===== config.mk =====
export PLATFORM = sky130hd
export DESIGN_NAME = crp_sqrt
export DESIGN_NICKNAME = d
export VERILOG_FILES = /design/src/rtl/crp_pkg.sv /design/src/rtl/crp_sqrt.sv
export SDC_FILE = /design/constraint.sdc
export NUM_CORES = 2
export LEC_CHECK = 0
export ABC_AREA = 1
export BUFFER_PORTS_ARGS = -buffer_cell sky130_fd_sc_hd__clkbuf_2
export CAP_MARGIN = 20
export CORE_AREA = 2 2 465 467
export CTS_BUF_LIST = sky130_fd_sc_hd__clkbuf_4 sky130_fd_sc_hd__clkbuf_8 sky130_fd_sc_hd__clkbuf_16
export CTS_CLUSTER_DIAMETER = 50
export DETAILED_ROUTE_END_ITERATION = 16
export DIE_AREA = 0 0 467 469
export GPL_ROUTABILITY_DRIVEN = 0
export GPL_TIMING_DRIVEN = 0
export PLACE_DENSITY = 0.46
export SYNTH_ARGS = -nofsm -noshare
export SYNTH_HDL_FRONTEND = slang
export SYNTH_SLANG_ARGS = --single-unit

===== constraint.sdc =====
create_clock -name clock -period 3.5 [get_ports clock]
set_clock_uncertainty 0.15 [all_clocks]
set_input_delay 0.7 -clock clock [delete_from_list [all_inputs] [get_ports clock]]
set_output_delay 0.7 -clock clock [all_outputs]
set_load 0.02 [all_outputs]

===== src/rtl/crp_pkg.sv =====
// ---------------------------------------------------------------------------
// crp_pkg
// Shared constants for the circle/rectangle penetration pipeline.
// ---------------------------------------------------------------------------
`default_nettype none

package crp_pkg;

   localparam int COORD_BITS_DEF = 24;
   localparam int THR_BITS       = 8;
   localparam logic [THR_BITS-1:0] THR_RESET = 8'd1;

endpackage

`default_nettype wire


===== src/rtl/crp_sqrt.sv =====
// ---------------------------------------------------------------------------
// crp_sqrt
// Pipelined digit-by-digit square root, one root bit per stage, then a
// round-to-nearest stage. Sideband word travels with each item.
// ---------------------------------------------------------------------------
`default_nettype none

module crp_sqrt #(
   parameter int W      = crp_pkg::COORD_BITS_DEF,
   parameter int SIDE_W = 1
) (
   input  wire logic                clock,
   input  wire logic                reset,
   input  wire logic                in_valid,
   input  wire logic [2*W-1:0]      in_s,
   input  wire logic [SIDE_W-1:0]   in_side,
   output logic                     out_valid,
   output logic [W-1:0]             out_root,
   output logic [SIDE_W-1:0]        out_side
);

   localparam int RM = W + 2;

   logic              vld_ff  [0:W-1];
   logic [W-1:0]      root_ff [0:W-1];
   logic [RM-1:0]     rem_ff  [0:W-1];
   logic [2*W-1:0]    s_ff    [0:W-1];
   logic [SIDE_W-1:0] side_ff [0:W-1];

   genvar k;
   generate
      for (k = 0; k < W; k++) begin : g_stage
         logic              v_q;
         logic [W-1:0]      root_q;
         logic [RM-1:0]     rem_q;
         logic [2*W-1:0]    s_q;
         logic [SIDE_W-1:0] side_q;
         logic [RM+1:0]     rem2, trial;
         logic              ge;
         if (k == 0) begin : g_first
            assign v_q    = in_valid;
            assign root_q = '0;
            assign rem_q  = '0;
            assign s_q    = in_s;
            assign side_q = in_side;
         end else begin : g_next
            assign v_q    = vld_ff[k-1];
            assign root_q = root_ff[k-1];
            assign rem_q  = rem_ff[k-1];
            assign s_q    = s_ff[k-1];
            assign side_q = side_ff[k-1];
         end
         assign rem2  = {rem_q, s_q[2*W-1 -: 2]};
         assign trial = (RM+2)'({root_q, 2'b01});
         assign ge    = rem2 >= trial;
         always_ff @(posedge clock) begin
            if (reset) begin
               vld_ff[k] <= 1'b0;
            end else begin
               vld_ff[k] <= v_q;
            end
            root_ff[k] <= {root_q[W-2:0], ge};
            rem_ff[k]  <= ge ? RM'(rem2 - trial) : RM'(rem2);
            s_ff[k]    <= s_q << 2;
            side_ff[k] <= side_q;
         end
      end
   endgenerate

   always_ff @(posedge clock) begin
      if (reset) begin
         out_valid <= 1'b0;
      end else begin
         out_valid <= vld_ff[W-1];
      end
      out_root <= root_ff[W-1] + W'(rem_ff[W-1] > RM'(root_ff[W-1]));
      out_side <= side_ff[W-1];
   end

endmodule

`default_nettype wire


# Word level (Yosys, flattened, before mapping)
# Memory sizes are Yosys's and may differ from the RTL's. A register that Yosys moved wholly into a read port is not among the register bits.
# Index checks and enable logic that the tools add are counted.
# W data, S select, Z words.
# totals
reg_bits	24
mem_bits_rw	2352
input_bits	52
output_inout_bits	26
elab_cells	131
mem_count	5
# mem_list
memory	depth	width	read_ports	rd_clocked_by_memory_dff	wr	line_no	text
s_ff	24	46	23	0	24	crp_sqrt.sv:27	logic [2*W-1:0] s_ff [0:W-1];
rem_ff	24	26	24	0	24	crp_sqrt.sv:26	logic [RM-1:0] rem_ff [0:W-1];
root_ff	24	24	24	0	24	crp_sqrt.sv:25	logic [W-1:0] root_ff [0:W-1];
side_ff	24	1	24	1	24	crp_sqrt.sv:28	logic [SIDE_W-1:0] side_ff [0:W-1];
vld_ff	24	1	24	1	24	crp_sqrt.sv:24	logic vld_ff [0:W-1];
# classes
n_addsub	25
magnitude_cmp	25
mux	51
bitwise	24
# op_table
operator	count
$ge A28 B26 Y1	23
$mux W26	24
$sub A26 B26 Y26	23
$mux W1	27
$gt A26 B24 Y1	1
$add A24 B1 Y24	1
$or A1 B1 Y1	24
$sub A2 B1 Y3 const B	1
$ge A2 B1 Y1 const B	1

# Depth between registers and ports, before layout
# logic_depth
depth_word	3
mapped_depth	22
ltp_nobuf	22

# Least setup slack after synthesis
# OpenSTA, ideal clock, no wires.
# synth_path
kind	reg-to-reg
start	mem root_ff[5][93] (netlist name)
end	reg out_root[22]
setup_time_ns	0.072
arrival_ns	2.616
t_required_ns	3.278
path_slack_ns	0.662
stages_incl_launch_ff	23
path_buffers	0
synth_period_minus_slack_ns	2.838
path_cell_list	dfxtp_1 inv_1 ha_1 nand2_1 inv_1 nand3_1 nor2_1 nand3_1 o21bai_1 inv_1 nor2_1 nor2_1 ha_1 ha_1 inv_1 nor2_2 nand2_1 nor2_1 nand2_1 nor2_1 nand3_1 nor2_1 xor2_1
# synth_lines
element	line_no	text
start: declaration	crp_sqrt.sv:25	
end signal: assignment	crp_sqrt.sv:76	out_root <= root_ff[W-1] + W'(rem_ff[W-1] > RM'(root_ff[W-1]));
end: declaration	crp_sqrt.sv:18	output logic [W-1:0] out_root,

==> impl_metrics.yaml <==
outcome:
  status: "finished clean"
global_route:
  overflow: 0
  grt_pass1_wl_mm: 300
  antenna_found_initial: 2
  met2_usage_pct: 29.2
  grt.busiest_layer: "met2"
  first_global_vias: 55500
  gr-usage-met1_pct: 22.7
  grt_max_degree: 17
  grt.total_usage_pct: 17.3
  met3_usage_pct: 2.63
sta:
  finalCriticalPeriod_ns: 3.27
  max_freq_ghz: 0.306
  setup_viol: 0
  post-route-period-util_pct: 93.4
  finalHoldViolations: 0
  max_slew.worst_pin.slew_ns: 0.632
  hold_slack_ns: 0.150
  relSlewSlack_pct: 57.4
  slew_viol_final: 0
logic_synthesis:
  syn_area_um2: 68100
  seq_area_frac_synth_pct: 44.5
  synth_cells: 9443
  synth_edf_count: 0
  syn_nets: 9850
  syn_area_per_cell_um2: 7.22
  synth_flop_cell: "dfxtp_1"
  synthArstFlopShare_pct: 0
  ys_types: 52
  postSynthRegisterBits: 1515
  yosysWarnings: 0
routing:
  num_vias: 57400
  routedWlPerCell_um: 15.0
  drt_pass1_iterations: 8
  vias_per_cell: 4.49
  wirelength_mm: 191
  ant_nets: 0
  drtIter0Drc: 4101
  drcViolationCount: 0
finish:
  drive_gt1_share_pct: 7.25
  mostFrequentLayoutCell: "nand2_1"
  regArea_um2: 30300
  final_cell_mix: "nand2_1, inv_1, dfxtp_1"
  fill_cells: 22500
  finalNetCount: 10200
  multi_input_area_um2: 31000
  post-route-util_pct: 37.3
  area_growth_pct: 17.0
critical_path:
  cp_max_fo: 4
  path_class: "reg2reg"
  crit_slowest_cell: "dfxtp_1"
  slowest_delay_ns: 0.37
  required_ns: 4.11
  cp.arrival_ns: 3.88
  worstSetupStartpointType: "flop"
  reg2regPathDepth: 19
  critPathCaptureType: "flop"
  cp_cell_sequence: "inv_2 > ha_1 > nand2_1 > inv_1 > nand3_1 > nor2_2 > nand3_2 > o21bai_1 > inv_1 > nor2_1 > nor2_1 > ha_2 > nand3_1 > inv_1 > nand4_1 > nor2_1 > nand2_1 > nor3_1 > xor2_1"
clocking:
  cts.sinks: 1515
  clk_pin_slew_ns: 0.06
  cts_buffers: 196
  h-tree-depth: 4
  cts_tree: "yes"
  cts_buffer_depth: 3
  cts-root-buf: "clkbuf_16"
  clk_latency_ns: 0.83
die:
  ios: 78
  fp-row-count: 170
  initial_core_util_pct: 31.9
  fp.dieW_um: 467
  dieArea_um2: 219000
  die_y_um: 469
  core_um2: 214000
placement:
  io_buffers: 76
  dp_hpwl_mm: 154
power:
  power_w: 0.0592
  vdd_drop_max_uv: 561
  p_leak_nw: 41.8
  power_density_nw_per_um2: 743
min_path:
  hp-class: "reg2reg"
  hold_path_depth: 0
flow_run:
  cap_violations: 0
[final timing paths]
check            startpoint            to  slack (ns)
max          root_ff[5][92]  out_root[17]        0.23
min            s_ff[1][169]   s_ff[2][33]        0.15
max reg2reg  root_ff[5][92]  out_root[17]        0.23
min reg2reg    s_ff[1][169]   s_ff[2][33]        0.15
[cells by family (layout without fill, tap and decap cells)]
kind of cell	Yosys count	after routing	synth area share, %
AOI/OAI and AO/OA	669	669	5.51
DFF	1515	1515	44.5
and+or+nand+nor	4896	4896	30.0
other	1	4	0.00550
adders and majority gates	355	355	6.52
xor gates and xnor gates	265	265	3.41
buffers and inverters	1742	2233	10.1
[worst max-delay path: cells and delay by family (launching register included)]
kind	cells	cell delay (ns)
simple gates	11	1.51
fa+ha+maj	2	0.50
flops	1	0.37
buf+inv	4	0.32
compound gates	1	0.18
xor+xnor	1	0.16
[flip-flops by register name, indices dropped and copies added (netlist names)]
register   count
side_ff       24
rem_ff       589
s_ff         552
out_valid      1
out_side       1
root_ff      300
vld_ff        24
out_root      24
[power breakdown]
part           internal, W  total, W  switching [W]  leakage, nW
logic              0.00518    0.0152         0.0101         25.6
clock network       0.0130    0.0209        0.00793         3.46
registers           0.0205    0.0231        0.00259         12.7
[layer usage]
layer / part of all wire [%] / vias up / routed length (um)
met3: 4.9 / 281 / 9370
met1: 46 / 26000 / 88600
met5: 0.0068 / - / 13
met4: 2.3 / 2 / 4450
li1: - / 29800 / -
met2: 46 / 1307 / 88500
[cells in the mapped netlist (all sizes together) (76+ instances only)]
cell type | number | share of area, %
dfxtp | 1515 | 45
ha | 355 | 6.5
a21oi | 362 | 3.0
nand3 | 554 | 4.2
nand4 | 166 | 1.5
nor2 | 856 | 5.0
nand3b | 76 | 0.86
xnor2 | 114 | 1.5
o21ai | 266 | 2.1
nor3 | 83 | 0.65
nand2 | 3105 | 17
xor2 | 151 | 1.9
inv | 1669 | 9.2
[what timing repair did]
action / in CTS / in global routing
buffers inserted: 0 / 2
hold buffers: 53 / 0
gates resized for setup: 3 / 17
pin swaps: 0 / 11
endpoints found under the hold margin: 52 / 0
cloned: 0 / 0
setup endpoints to repair: 2 / 3
[layout make-up]
cell class,count,share of cell area [%]
tap,2838,4.45
inverter,1669,7.87
clock inverter,115,2.00
clock buffer,245,6.84
multi-input combinational,6186,38.9
antenna,3,0.00941
timing repair buffer,131,1.16
sequential,1515,38.0
buffer,73,0.758
[per-stage QoR]
stage	setup slack, ns	setup TNS, ns	cells	instance area, um^2
after global placement	-0.0918	-0.0965	12400	72100
after global routing	-0.0000213	-0.0000213	12800	79700
after detailed placement	-0.0723	-0.0723	12400	72100
after CTS	0.0259	0	12800	79700
after floorplan	0.662	0	9443	68100
final	0.231	0	12800	79700
Power figures use the tool's default switching activity.
