$ cat src/rtl/crp_pkg.sv
// ---------------------------------------------------------------------------
// crp_pkg
// Shared constants for the circle/rectangle penetration pipeline.
// ---------------------------------------------------------------------------
`default_nettype none

package crp_pkg;

   localparam int COORD_BITS_DEF = 24;
   localparam int THR_BITS       = 8;
   localparam logic [THR_BITS-1:0] THR_RESET = 8'd1;

endpackage

`default_nettype wire

$ cat src/rtl/crp_div.sv
// ---------------------------------------------------------------------------
// crp_div
// Pipelined restoring divider: adds a rounding bias, then one quotient bit
// per stage. Quotient must fit W bits.
// ---------------------------------------------------------------------------
`default_nettype none

module crp_div #(
   parameter int W      = crp_pkg::COORD_BITS_DEF,
   parameter int SIDE_W = 1
) (
   input  wire logic                clock,
   input  wire logic                reset,
   input  wire logic                in_valid,
   input  wire logic [2*W-1:0]      in_num,
   input  wire logic [W-1:0]        in_bias,
   input  wire logic [W-1:0]        in_den,
   input  wire logic [SIDE_W-1:0]   in_side,
   output logic                     out_valid,
   output logic [W-1:0]             out_quo,
   output logic [SIDE_W-1:0]        out_side
);

   logic              vld_ff  [0:W];
   logic [W-1:0]      rem_ff  [0:W];
   logic [W-1:0]      low_ff  [0:W];
   logic [W-1:0]      den_ff  [0:W];
   logic [SIDE_W-1:0] side_ff [0:W];
   logic [2*W-1:0]    sum_in;

   assign sum_in = in_num + (2*W)'(in_bias);

   always_ff @(posedge clock) begin
      if (reset) begin
         vld_ff[0] <= 1'b0;
      end else begin
         vld_ff[0] <= in_valid;
      end
      rem_ff[0]  <= sum_in[2*W-1:W];
      low_ff[0]  <= sum_in[W-1:0];
      den_ff[0]  <= in_den;
      side_ff[0] <= in_side;
   end

   genvar k;
   generate
      for (k = 0; k < W; k++) begin : g_stage
         logic [W:0] rem2;
         logic       ge;
         assign rem2 = {rem_ff[k], low_ff[k][W-1]};
         assign ge   = rem2 >= {1'b0, den_ff[k]};
         always_ff @(posedge clock) begin
            if (reset) begin
               vld_ff[k+1] <= 1'b0;
            end else begin
               vld_ff[k+1] <= vld_ff[k];
            end
            rem_ff[k+1]  <= ge ? W'(rem2 - {1'b0, den_ff[k]}) : W'(rem2);
            low_ff[k+1]  <= {low_ff[k][W-2:0], ge};
            den_ff[k+1]  <= den_ff[k];
            side_ff[k+1] <= side_ff[k];
         end
      end
   endgenerate

   assign out_valid = vld_ff[W];
   assign out_quo   = low_ff[W];
   assign out_side  = side_ff[W];

endmodule

`default_nettype wire

$ cat config.mk
export PLATFORM = sky130hd
export DESIGN_NAME = crp_div
export DESIGN_NICKNAME = d
export VERILOG_FILES = /design/src/rtl/crp_pkg.sv /design/src/rtl/crp_div.sv
export SDC_FILE = /design/constraint.sdc
export NUM_CORES = 2
export LEC_CHECK = 0
export ABC_CLOCK_PERIOD_IN_PS = 4450
export BUFFER_PORTS_ARGS = -buffer_cell sky130_fd_sc_hd__clkbuf_2
export CORE_MARGIN = 2
export CORE_UTILIZATION = 30
export DETAILED_ROUTE_END_ITERATION = 8
export PLACE_DENSITY = 0.54
export SYNTH_ARGS = -nofsm -noshare
export SYNTH_HDL_FRONTEND = slang
export SYNTH_SLANG_ARGS = --single-unit
$ cat constraint.sdc
create_clock -name clock -period 4.45 [get_ports clock]
set_clock_uncertainty 0.1 [all_clocks]
set_input_delay 0.2225 -clock clock [delete_from_list [all_inputs] [get_ports clock]]
set_output_delay 0.2225 -clock clock [all_outputs]
set_load 0.02 [all_outputs]
Word-level counts from Yosys, hierarchy flattened. Memories as Yosys holds them, arrays and structs flattened. Cells that the tools add are included.

Word-level logic and storage cells: 131. Input bits: 100. Output and inout bits: 26. Register bits after elaboration: 0. Bits in writable memories: 1850. Memories kept: 5.

Bitwise logic cells: 25. Mux-type cells: 52. $add $sub $neg: 25. Order comparisons: 24.

Memories: den_ff (depth 25, width 24, rd ports 24, clocked after Yosys merged registers in 0, wr ports 25, line crp_div.sv:27) `logic [W-1:0] den_ff [0:W];`; low_ff (depth 25, width 24, rd ports 25, clocked after Yosys merged registers in 0, wr ports 25, line crp_div.sv:26) `logic [W-1:0] low_ff [0:W];`; rem_ff (depth 25, width 24, rd ports 24, clocked after Yosys merged registers in 0, wr ports 25, line crp_div.sv:25) `logic [W-1:0] rem_ff [0:W];`; side_ff (depth 25, width 1, rd ports 25, clocked after Yosys merged registers in 0, wr ports 25, line crp_div.sv:28) `logic [SIDE_W-1:0] side_ff [0:W];`; vld_ff (depth 25, width 1, rd ports 25, clocked after Yosys merged registers in 0, wr ports 25, line crp_div.sv:24) `logic vld_ff [0:W];`.

Operators with widths (count): >= comparator 25 x 24 -> 1 bit (24); two-way mux 24 bit (24); subtractor 24 bit (24); adder 48 x 24 -> 48 bit (1); two-way mux 1 bit (28); bitwise OR 1 bit (25).

Depth between registers and ports, before layout.
Depth after elaboration: 3. Gate-level depth with buffers: 14. Gate-level depth less buffers: 12.

Least setup slack after synthesis. Ideal clock, no wire load.

Path type: register to register. Start point: memory den_ff[1][106] (netlist name). End point: memory rem_ff[1][138] (netlist name). Data arrival time: 3.204 ns. Setup time: 0.123 ns. Period minus slack after synthesis: 3.428 ns. Buffers on the path: 1. Setup slack: 1.022 ns. Stages on the path, launching flop included: 13. Required time: 4.227 ns. Cells stage by stage: dfxtp_1 inv_1 ha_1 a211o_1 a21oi_1 o21bai_1 a211o_1 a211oi_2 a31oi_1 a311o_1 a211oi_4 buf_6 mux2_1.

RTL lines (line): from (decl) (crp_div.sv:27); to (decl) (crp_div.sv:25).

==> flow_summary_export.csv <==
group,metric,value,unit
job,cap_violations,0,
route,drt_iter0_markers,2392,
yosys,muxShareOfSynthArea,5.51,%
clocking,clock_path_buffers,3,
power,leakagePower,39.0,nW
setup_path,critPathKind,"primary input to flip-flop",
yosys,syn_inst,7292,
setup_path,crit_path_start_kind,"primary input",
route,wirelength,173,mm
power,seq_power_share,33.3,%
yosys,synth_area_leaders,"dfxtp_1, ha_1, mux2_2",
setup_path,cp.arrival,4.72,ns
setup_path,cp_data_required_time,5.08,ns
power,pwr-share-clk,23.8,%
global_routing,grt_overflow_total,0,
global_routing,antenna_found_initial,4,
floorplanning,die_h,499,µm
route,num_vias,51500,
placed_design,numPortBuffers,125,
timing,drv_slew,0,
clocking,clock_latency,0.84,ns
yosys,synth_common_cells,"dfxtp_1, inv_1, ha_1, a21oi_1, nand2_1",
yosys,synth_compound_area_share,14.8,%
floorplanning,ios,126,
timing,hold_viol,0,
global_routing,gr-usage-all-layers,13.8,%
yosys,synth_edf_count,0,
power,total_power,71.7,mW
route,post-route-drc-count,0,
cells_and_area,final_net_count,8434,
timing,tightest_slew,1.15,ns
yosys,async_reset_ff_share,0,%
floorplanning,die_area,249000,µm²
timing,fin_crit,4.09,ns
outcome,status,"finished clean",
placed_design,placedCellCount,10500,
setup_path,cp_max_fo,7,
yosys,syn-cell-area,73500,µm²
clocking,cts_tree,"yes",
placed_design,dp_hpwl,133,mm
global_routing,use_met2,24.0,%
hold_path,hold_path_class,"primary input to flip-flop",
route,drtAntennaViolNets,0,
yosys,synthFlopType,"dfxtp_1",
yosys,synthAdderAreaFrac,10.9,%
yosys,ys_seq_elements,1802,
timing,fin_tns_setup,0,ns
global_routing,grt_pass1_vias,52800,
yosys,synth-simple-area-share,9.52,%
global_routing,grt_max_degree,48,
setup_path,critPathCaptureType,"flip-flop",
power,peakVddDrop,392,µV
timing,grt_setup_unrepaired,"no",
placed_design,place_area,78000,µm²
floorplanning,std_cell_rows,181,
power,p_sw_share,36.1,%
global_routing,grt_pass1_wl,279,mm
placed_design,pre_cts_ws,0.588,ns
yosys,syn-num-nets,8016,
clocking,root_buffer,"clkbuf_16",
timing,slew_headroom,22.4,%
timing,max_freq,0.244,GHz
power,p_sw,25.9,mW
cells_and_area,stdcell_count,11100,
yosys,yosysSeqAreaShare,49.1,%
clocking,path_clk_slew,0.06,ns
yosys,postSynthAreaPerCell,10.1,µm²
route,wire_per_inst,15.6,µm
floorplanning,core-area,243000,µm²
yosys,synth_cell_types,82,
placed_design,place.gp.congestion,0.866,
global_routing,use_met3,2.15,%
yosys,yosys_warnings,0,
cells_and_area,layout-drive-gt1-share,11.1,%
power,p_int,45.8,mW
floorplanning,initial_utilization,30.2,%
power,p_comb_share,42.8,%
route,drt_pass1_iterations,5,
floorplanning,die-width,499,µm
clocking,numCtsBuffers,196,
route,vias_per_cell,4.65,
timing,setup_viol,0,
cells_and_area,final_area,87000,µm²
yosys,yosys.area.top_type_share,49.1,%
global_routing,grt_use_met1,16.5,%
timing,fin_ws,0.358,ns
power,power.density,824,nW/µm²
yosys,yosysMostFrequentCell,"dfxtp_1",
timing,timing.final.crit_share,92.0,%
cells_and_area,area_delta_synth_final,18.4,%
clocking,clkSinkCount,1802,
yosys,synth_top_family_by_area,"compound AO/OA/AOI/OAI gates",
yosys,synth_xor_area_share,5.76,%
yosys,synth_top_area_cell,"dfxtp_1",
clocking,htree_levels,4,
global_routing,grt-busiest-layer,"met2",
-- state kept, by name, indices dropped and copies added (netlist names) --
| signal | cells |
|---|---|
| den_ff | 576 |
| low_ff | 600 |
| rem_ff | 576 |
| side_ff | 25 |
| vld_ff | 25 |
-- worst max-delay path, cell delays in order --
cell           delay, ns
dlygate4sd3_1       0.53
clkbuf_2            0.10
dlygate4sd3_1       0.55
ha_1                0.21
fa_1                0.40
a21o_1              0.17
a21oi_1             0.31
o21a_1              0.17
o211ai_1            0.19
a31oi_1             0.41
o21bai_2            0.26
nand3_1             0.32
nor2_1              0.11
xor2_1              0.18
dlygate4sd3_1       0.57
-- worst paths after layout --
kind / from / end / slack, ns / cells after the start
max: in_bias[0] / rem_ff[0][22] / 0.36 / 15
min: in_num[30] / rem_ff[0][6] / 0.13 / 3
max reg2reg: den_ff[0][121] / rem_ff[0][144] / 0.58 / 12
min reg2reg: low_ff[4][8] / low_ff[4][33] / 0.20 / 0
-- power groups by stage --
stage | Combinational (mW) | Sequential, mW | Clock, mW
after CTS | 30.7 | 24.0 | 17.7
after global routing | 34.3 | 24.4 | 18.4
after detailed placement | 30.3 | 24.3 | 0
final | 30.7 | 23.9 | 17.1
after floorplan | 23.6 | 23.1 | 0
after global placement | 29.9 | 24.3 | 0
-- metal layers --
layer / vias to the layer above / share of wire, %
met1: 24200 / 45
met5: - / 0
met2: 863 / 48
met3: 374 / 3.2
li1: 26100 / -
met4: 0 / 4.4
-- cell type report --
type / count / area, µm²
clock buffers: 270 / 5600
flip-flops and latches: 1802 / 36100
inverters: 731 / 2740
repair buffers: 355 / 2900
diodes: 6 / 15.0
fillers: 24100 / 157000
well taps: 3202 / 4010
multi-input cells: 4624 / 34200
clock inverters: 97 / 1430
-- cell usage in the layout, fill, tap and decap left out, drive strengths merged, types with 19 or more instances in the layout --
| master | count |
|---|---|
| nor3 | 82 |
| inv | 744 |
| a221oi | 20 |
| a21boi | 21 |
| dlygate4sd3 | 187 |
| nor4 | 21 |
| o31a | 35 |
| and2 | 27 |
| mux2i | 32 |
| a31oi | 56 |
| bufinv | 22 |
| a211o | 20 |
| xor2 | 168 |
| o31ai | 42 |
| nand3 | 105 |
| nand2 | 401 |
| and3 | 63 |
| mux2 | 331 |
| nor2 | 378 |
| a21oi | 517 |
| ha | 600 |
| o211ai | 27 |
| dfxtp | 1802 |
| xnor2 | 315 |
| o21ai | 377 |
| nor2b | 107 |
| nand2b | 52 |
| clkbuf | 395 |
| buf | 43 |
| a21o | 253 |
| or3 | 41 |
| o21bai | 57 |
| fa | 24 |
| o21a | 87 |
| or2 | 19 |
| a211oi | 51 |
| clkinv | 50 |
| nand4 | 93 |
-- repair_timing --
action | 4_1_cts | 5_1_grt
hold buffers | 187 | 0
resized for setup | 0 | 1
setup endpoints to repair | 0 | 4
setup buffers | 0 | 0
endpoints found under the hold margin | 98 | 0
-- stage by stage --
| stage | util, % | hold slack, ns |
|---|---|---|
| floorplan | - | 0.150 |
| global placement | 32.1 | 0.210 |
| detailed placement | 32.1 | 0.212 |
| CTS | 35.7 | 0.00359 |
| global route | 35.7 | 0.0787 |
| finish | 35.7 | 0.127 |
-- cell families after synthesis --
kind of cell	after synthesis
AOI/OAI and AO/OA	1708
xor gates and xnor gates	483
adders and majority gates	624
buffers and inverters	866
DFF	1802
muxes	363
and+or+nand+nor	1446
No activity file was read; power rests on OpenSTA's default activity.
