### config.mk
export PLATFORM = sky130hd
export DESIGN_NAME = crp_axis
export DESIGN_NICKNAME = d
export VERILOG_FILES = /design/src/rtl/crp_pkg.sv /design/src/rtl/crp_axis.sv
export SDC_FILE = /design/constraint.sdc
export NUM_CORES = 1
export LEC_CHECK = 0
export BUFFER_PORTS_ARGS = -buffer_cell sky130_fd_sc_hd__buf_2
export CORE_MARGIN = 10
export CORE_UTILIZATION = 45
export CTS_CLUSTER_SIZE = 10
export DETAILED_ROUTE_END_ITERATION = 7
export PLACE_DENSITY = 0.76
export SLEW_MARGIN = 10
export SYNTH_ARGS = -nofsm -noshare
export SYNTH_HDL_FRONTEND = slang
export SYNTH_SLANG_ARGS = --single-unit
### constraint.sdc
create_clock -name clock -period 8.1 [get_ports clock]
set_input_delay 0.405 -clock clock [delete_from_list [all_inputs] [get_ports clock]]
set_output_delay 0.405 -clock clock [all_outputs]
set_load 0.1 [all_outputs]
### src/rtl/crp_pkg.sv
// ---------------------------------------------------------------------------
// crp_pkg
// Shared constants for the circle/rectangle penetration pipeline.
// ---------------------------------------------------------------------------
`default_nettype none

package crp_pkg;

   localparam int COORD_BITS_DEF = 24;
   localparam int THR_BITS       = 8;
   localparam logic [THR_BITS-1:0] THR_RESET = 8'd1;

endpackage

`default_nettype wire

### src/rtl/crp_axis.sv
// ---------------------------------------------------------------------------
// crp_axis
// Two register stages: X/Y interval overlap, then threshold check, minimum
// axis selection and corner axis vector.
// ---------------------------------------------------------------------------
`default_nettype none

module crp_axis #(
   parameter int COORD_BITS = crp_pkg::COORD_BITS_DEF
) (
   input  wire logic                           clock,
   input  wire logic                           reset,
   input  wire logic                           in_valid,
   input  wire logic signed [COORD_BITS-1:0]   circle_x,
   input  wire logic signed [COORD_BITS-1:0]   circle_y,
   input  wire logic        [COORD_BITS-2:0]   radius,
   input  wire logic signed [COORD_BITS-1:0]   rect_x,
   input  wire logic signed [COORD_BITS-1:0]   rect_y,
   input  wire logic        [COORD_BITS-2:0]   rect_width,
   input  wire logic        [COORD_BITS-2:0]   rect_height,
   input  wire logic [crp_pkg::THR_BITS-1:0]   thr,
   output logic                                out_valid,
   output logic                                out_hit,
   output logic                                out_corner,
   output logic                                out_far,
   output logic             [COORD_BITS+1:0]   out_best,
   output logic signed      [COORD_BITS+2:0]   out_px,
   output logic signed      [COORD_BITS+2:0]   out_py,
   output logic             [COORD_BITS-2:0]   out_ax,
   output logic             [COORD_BITS-2:0]   out_ay,
   output logic             [COORD_BITS-2:0]   out_r,
   output logic                                out_nx,
   output logic                                out_ny
);

   localparam int PW = COORD_BITS + 3;
   localparam int MW = COORD_BITS + 2;
   localparam int RW = COORD_BITS - 1;

   logic signed [PW-1:0] cx, cy, re, rl, rt, rr, rb;
   logic signed [PW-1:0] cminx, cmaxx, cminy, cmaxy;
   logic signed [PW-1:0] xpen_in, ypen_in, ux_in, uy_in;
   logic                 xsep_in, ysep_in, hasx_in, hasy_in;

   logic                 v1_ff, xsep_ff, ysep_ff, hasx_ff, hasy_ff;
   logic signed [PW-1:0] xpen_ff, ypen_ff, ux_ff, uy_ff;
   logic        [RW-1:0] r1_ff;

   always_comb begin
      cx    = PW'(circle_x);
      cy    = PW'(circle_y);
      re    = $signed(PW'(radius));
      rl    = PW'(rect_x);
      rt    = PW'(rect_y);
      rr    = rl + $signed(PW'(rect_width));
      rb    = rt + $signed(PW'(rect_height));
      cminx = cx - re;
      cmaxx = cx + re;
      cminy = cy - re;
      cmaxy = cy + re;
      xsep_in = (rl > cmaxx) || (cminx > rr);
      ysep_in = (rt > cmaxy) || (cminy > rb);
      xpen_in = (rl + rr > cx + cx) ? rl - cmaxx : rr - cminx;
      ypen_in = (rt + rb > cy + cy) ? rt - cmaxy : rb - cminy;
      hasx_in = (rl > cx) || (rr < cx);
      hasy_in = (rt > cy) || (rb < cy);
      ux_in   = (rl > cx) ? cx - rl : cx - rr;
      uy_in   = (rt > cy) ? cy - rt : cy - rb;
   end

   always_ff @(posedge clock) begin
      if (reset) begin
         v1_ff <= 1'b0;
      end else begin
         v1_ff <= in_valid;
      end
      xsep_ff <= xsep_in;
      ysep_ff <= ysep_in;
      xpen_ff <= xpen_in;
      ypen_ff <= ypen_in;
      hasx_ff <= hasx_in;
      hasy_ff <= hasy_in;
      ux_ff   <= ux_in;
      uy_ff   <= uy_in;
      r1_ff   <= radius;
   end

   logic signed [PW-1:0] xabs, yabs, axabs, ayabs;
   logic        [MW-1:0] xmag, ymag, best_in;
   logic signed [PW-1:0] px_in, py_in;
   logic                 hit_in, far_in;

   always_comb begin
      xabs  = xpen_ff[PW-1] ? -xpen_ff : xpen_ff;
      yabs  = ypen_ff[PW-1] ? -ypen_ff : ypen_ff;
      axabs = ux_ff[PW-1] ? -ux_ff : ux_ff;
      ayabs = uy_ff[PW-1] ? -uy_ff : uy_ff;
      xmag  = xabs[MW-1:0];
      ymag  = yabs[MW-1:0];
      hit_in = !xsep_ff && (xmag >= MW'(thr)) && !ysep_ff && (ymag >= MW'(thr));
      if (ymag < xmag) begin
         best_in = ymag;
         px_in   = '0;
         py_in   = ypen_ff;
      end else begin
         best_in = xmag;
         px_in   = xpen_ff;
         py_in   = '0;
      end
      far_in = (axabs > $signed(PW'(r1_ff))) || (ayabs > $signed(PW'(r1_ff)));
   end

   always_ff @(posedge clock) begin
      if (reset) begin
         out_valid <= 1'b0;
      end else begin
         out_valid <= v1_ff;
      end
      out_hit    <= hit_in;
      out_corner <= hasx_ff && hasy_ff;
      out_far    <= far_in;
      out_best   <= best_in;
      out_px     <= px_in;
      out_py     <= py_in;
      out_ax     <= axabs[RW-1:0];
      out_ay     <= ayabs[RW-1:0];
      out_r      <= r1_ff;
      out_nx     <= ux_ff[PW-1];
      out_ny     <= uy_ff[PW-1];
   end

endmodule

`default_nettype wire

Yosys cells after proc, flatten, opt, wreduce, memory -nomap -nowiden
Index checks and enable logic that the tools add are counted.
Word-level totals
  word-level logic and storage cells: 79
  register bits: 291
  output and inout bits: 155
  memory bits (read-only): 0
  bits in latches: 0
  input bits: 176
  memories kept: 0
  RAM bits: 0
Operators by class
  reductions and logical operators: 11
  add/sub/neg operators: 22
  multiply operators: 0
  bitwise logic cells: 0
  order comparisons: 15
  shift-type cells: 0
  equality and inequality tests: 0
  divide/modulo/power cells: 0
  mux-type cells: 9
Operators by type and width (count)
  27-bit 2-to-1 mux: 6
  24-bit by 24-bit adder with 25-bit output: 6
  24-bit by 25-bit subtractor with 26-bit output: 4
  24-bit by 24-bit subtractor with 25-bit output: 4
  26-bit 2-to-1 mux: 3
  27-bit by 24-bit > comparator with 1-bit output: 2
  27-bit negation: 2
  24-bit by 25-bit adder with 26-bit output: 2
  26-bit by 8-bit greater-or-equal comparator with 1-bit output: 2
  26-bit by 25-bit > comparator with 1-bit output: 2
  26-bit negation: 2
  25-bit by 25-bit subtractor with 26-bit output: 2
  24-bit by 25-bit > comparator with 1-bit output: 2
  25-bit > comparator: 2
  25-bit by 24-bit < comparator with 1-bit output: 2
  24-bit > comparator: 2
  26-bit < comparator: 1
  1-bit logical OR: 5
  1-bit logical AND: 4
  1-bit logical NOT: 2

Logic depth before layout (Yosys ltp)
  word-level depth: 6
  gate-level depth with buffers: 32
  mapped depth without buffers: 30

Least setup slack after synthesis
OpenSTA, ideal clock, no wires.
  kind: in2reg
  start: input rect_y[0]
  end: register ypen_ff[23]
  required time: 8.028 ns
  arrival time: 5.870 ns
  library setup time: 0.072 ns
  stages on the path: 31
  setup slack: 2.159 ns
  buffers on the path: 2
  cell sequence: ha_1 inv_1 fa_1 nor2b_1 o21ai_0 a22o_1 nand4b_1 a21oi_1 nor2_1 nor2b_1 o21ai_0 nand2b_1 xor2_1 ha_1 a21o_1 a21o_1 a21oi_1 o21ai_0 a21o_1 a2111oi_0 a21oi_1 xor2_1 ha_1 nand4_1 nor4_1 a21boi_0 nor3_1 nor2_1 buf_1 clkbuf_1 mux2i_1
On the way
  longest elaborated chain between the ends: 4
  elaborated cells on any way between the ends: 6
  those cells by class: add/sub (4); order compare (1); mux (1)
RTL lines
  from (decl): line crp_axis.sv:18  | input wire logic signed [COORD_BITS-1:0] rect_y,
  24-bit by 24-bit adder with 25-bit output: line crp_axis.sv:56  | rb = rt + $signed(PW'(rect_height));
  24-bit by 25-bit adder with 26-bit output: line crp_axis.sv:64  | ypen_in = (rt + rb > cy + cy) ? rt - cmaxy : rb - cminy;
  26-bit by 25-bit > comparator with 1-bit output: line crp_axis.sv:64
  27-bit 2-to-1 mux (*): line crp_axis.sv:64
  via ypen_in[23]: line crp_axis.sv:42  | logic signed [PW-1:0] xpen_in, ypen_in, ux_in, uy_in;
  to (signal assigned): line crp_axis.sv:80  | ypen_ff <= ypen_in;
  to (decl): line crp_axis.sv:46  | logic signed [PW-1:0] xpen_ff, ypen_ff, ux_ff, uy_ff;
The timed path passes the listed nets; every way through them passes the cells marked *.
A chain may end at the register's enable or synchronous reset.

Worst setup path after layout
  start: input rect_y[0]
  end: register ypen_ff[19]
The elaborated chain is that of the path after synthesis.

==> reports/qor.txt <==
=================================================================================================
Core region area                                                                     0.0675 sq mm
Origin of the critical flop-to-flop path                                               ypen_ff[5]
I/O Pins                                                                                      331
Chip Width                                                                                 282 um
FFs w/ async S/R, synth                                                                        0%
CTS Root Buffer Type                                                                    clkbuf_16
WP data required                                                                          8.52 ns
PD cells                                                                              396 mW/mm^2
Syn nets                                                                                     4595
Max Freq                                                                                  159 MHz
Most used standard cells in the synthesized netlist                                  537 x ha_1, 355 x inv_1, 319 x a21oi_1, 285 x dfxtp_1, 285 x xnor2_1
First-pass GRT wire length                                                              157000 um
Final #Nets                                                                                  4908
Largest cells by area after synthesis                                                ha_1 22%, dfxtp_1 19%, xnor2_1 8.1%
Endpoint of the worst hold path                                                         r1_ff[14]
Kind of critical path                                                                   in -> reg
Cell accounting for the most synthesized area                                                ha_1
Combined buffer and inverter count along the critical path                                      3
Sum Neg Setup Slack                                                                          0 ns
Pin count of the biggest net entering global routing                                           49
Antenna violations before repair                                                               11
Initial DRC count                                                                            2356
# Max-Cap Violations                                                                            0
Wirelength, routed                                                                      106000 um
Post-synthesis instance area                                                         0.0308 sq mm
Die height                                                                                 282 um
Number of port buffers                                                                        330
Setup violations, final                                                                         0
Post-layout minimum cycle time                                                            6.31 ns
CP Capture Type                                                                          register
Synthesized flop and latch total                                                              285
Syn avg cell area                                                                      7.97 sq um
Critical path's top delay family                                                     compound AO/OA/AOI/OAI gates
Cell with the largest stage delay on the worst path                                         buf_4
Vias in the first global route                                                              27800
Setup WS post-layout                                                                      1.79 ns
DRC violation count after routing                                                               0
Number of distinct library cell variants in the gate-level netlist after synthesis             73
Result of the run                                                                    finished, final reports clean
Global-route congestion overflow total                                                          0
Clock Skews                                                                             0.0240 ns
Primary flip-flop cell chosen by synthesis mapping                                        dfxtp_1
Worst IR Drop VDD                                                                          646 uV
Slew HR                                                                                     38.4%
Cell leakage power                                                                        16.7 nW
Slowest stage delay, CP                                                                   0.43 ns
Skew-Pair Late Insertion Delay                                                            0.54 ns
Worst min-delay path startpoint                                                        radius[14]
Post-synthesis to final-layout area growth                                                  12.1%
Worst setup path startpoint                                                             rect_y[0]
Final core utilization                                                                      51.2%
Worst Reg2Reg Path Length in Cells                                                             17
Number of hold-slack violations in the final timing report                                      0
Clock slew seen by the registers of the worst setup and hold paths                        0.05 ns
Share of power burned in registers                                                          19.4%
Max Slew Vio Count                                                                              0
Portion of synthesized cell area occupied by the leading cell type                          21.8%
TritonCTS clock tree                                                                         done
Hold WC Path Type                                                                       in -> reg
Post-detailed-route count of antenna-violating nets                                             0
Comb pwr share                                                                              69.0%
Maximum fanout along the worst path                                                            48
Vias per cell                                                                                5.76
Launching element type of the critical path                                             input pin
Total iterations of the first detailed-routing run                                              6
Power share of the clock group                                                              11.5%
Fraction of layout cells with a size suffix above 1                                         10.8%
Warnings from Yosys                                                                             0
CP arrival                                                                                6.73 ns
Overall die area                                                                     0.0794 sq mm
Transition at the pin with the smallest max-transition slack                             0.914 ns
Internal power                                                                            6.06 mW
Routability congestion estimate from global placement                                        1.05
Switching power as a share of total power                                                   55.7%
Minimum setup slack among reg-to-reg paths                                                2.17 ns
DR WL/cell                                                                                20.9 um
Clock tree buffer depth                                                                         3
Reported net switching power                                                              7.63 mW
Number of flops mapped to enable cells by yosys                                                 0
Half-perimeter wire length after placement                                               89100 um
Most numerous cell in the Yosys netlist                                                      ha_1
Unrepaired setup endpoints after global routing                                             false
Gate Count Post-Synth                                                                        3866
Crit Reg-Reg Endpoint                                                                 out_best[1]
Clock buffer count from CTS                                                                    37
Total vias in the final route                                                               29200
Global router's overall resource usage                                                      25.3%
Final Hold Slack                                                                        0.0223 ns
Placement Rows                                                                                 95
Clock sinks                                                                                   285
Initial cell density of the core                                                            45.7%
Number of H-tree levels                                                                         2
Final instance area                                                                  0.0346 sq mm
Period utilization                                                                          77.9%
Post-synthesis sequential area ratio                                                        18.5%
Post-detailed-placement cell area                                                    0.0334 sq mm
Post-placement setup slack                                                                1.38 ns
Number of cells on the worst hold path                                                          1
Filler Cells Inserted                                                                        6484
=================================================================================================
==> flip-flops by register name, indices dropped and copies added, names as in the netlist, 23 cells and up <==
signal    flops
r1_ff        23
out_px       26
xpen_ff      26
out_best     26
out_ax       23
out_ay       23
out_py       26
uy_ff        26
ux_ff        26
out_r        23
ypen_ff      26
==> timing repair <==
item,in CTS,in global routing
hold buffers,1,0
setup buffers,0,0
endpoints found under the hold margin,1,0
resized for setup,0,0
setup endpoints to repair,0,0
==> power groups by stage <==
stage	clock (mW)	combinational, mW	sequential [mW]
6_report	1.58	9.45	2.66
5_1_grt	1.66	10.2	2.70
4_1_cts	1.60	9.35	2.62
3_5_place_dp	0	9.27	2.63
3_3_place_gp	0	9.19	2.64
2_1_floorplan	0	5.12	4.51
==> layer usage <==
| layer | global-route usage, % | share of wire, % | wire length (um) | vias up |
|---|---|---|---|---|
| met4 | 8.82 | 3.7 | 3900 | 8 |
| met3 | 7.48 | 9.7 | 10300 | 211 |
| met5 | 0 | 0.041 | 43 | - |
| met2 | 40.5 | 44 | 46200 | 1124 |
| met1 | 31.9 | 43 | 45400 | 13400 |
| li1 | - | - | - | 14500 |
==> cells in the final DEF, fill, tap and decap left out, drive strengths merged, types with 25 or more instances in the layout <==
cell,netlist,routed
ha,537,537
inv,355,358
buf,5,338
a21oi,319,319
xnor2,285,285
dfxtp,285,285
o21ai,256,256
nor2,241,241
nand2,221,221
a21o,153,153
xor2,125,125
nor2b,83,83
nand2b,75,75
nor3,74,74
nand3,66,66
o21bai,53,53
nand4,52,52
o21a,51,51
o31ai,50,50
clkbuf,60,43
and2,41,41
mux2i,39,39
a211oi,33,33
a31oi,33,33
nor4,29,29
o211ai,28,28
and3,25,25
or4,25,25
or3,25,25
==> kinds of logic after synthesis <==
kind of cell    share of synthesized area [%]
buf+inv                                  5.16
xor+xnor                                 11.6
flops                                    18.5
fa+ha+maj                                22.8
mux                                      1.92
compound gates                           23.5
simple gates                             16.5
==> metrics by stage <==
| stage | instances | power [mW] |
|---|---|---|
| detailed placement | 5012 | 11.9 |
| global route | 5067 | 14.6 |
| CTS | 5066 | 13.6 |
| floorplan | 3866 | 9.63 |
| finish | 5075 | 13.7 |
| global placement | 5012 | 11.8 |
==> final cells by class <==
| cell class | count | area (sq um) | share of cell area [%] |
|---|---|---|---|
| Clock inverter | 10 | 151 | 0.438 |
| Sequential cell | 285 | 5710 | 16.5 |
| Clock buffer | 43 | 968 | 2.80 |
| Multi-Input combinational cell | 3160 | 23600 | 68.2 |
| Inverter | 356 | 1340 | 3.87 |
| Timing Repair Buffer | 339 | 1720 | 4.98 |
| Tap cell | 873 | 1090 | 3.16 |
| Antenna cell | 9 | 22.5 | 0.0652 |
==> worst max-delay path by stage <==
stage             endpoint  slack, ns  depth (start not counted)
2_1_floorplan  ypen_ff[23]       2.16                         31
3_3_place_gp   ypen_ff[19]       1.57                         31
3_5_place_dp   ypen_ff[19]       1.38                         31
4_1_cts        ypen_ff[19]       1.89                         31
5_1_grt        ypen_ff[19]       1.25                         31
6_report       ypen_ff[19]       1.79                         31
No activity file was read; power rests on OpenSTA's default activity.
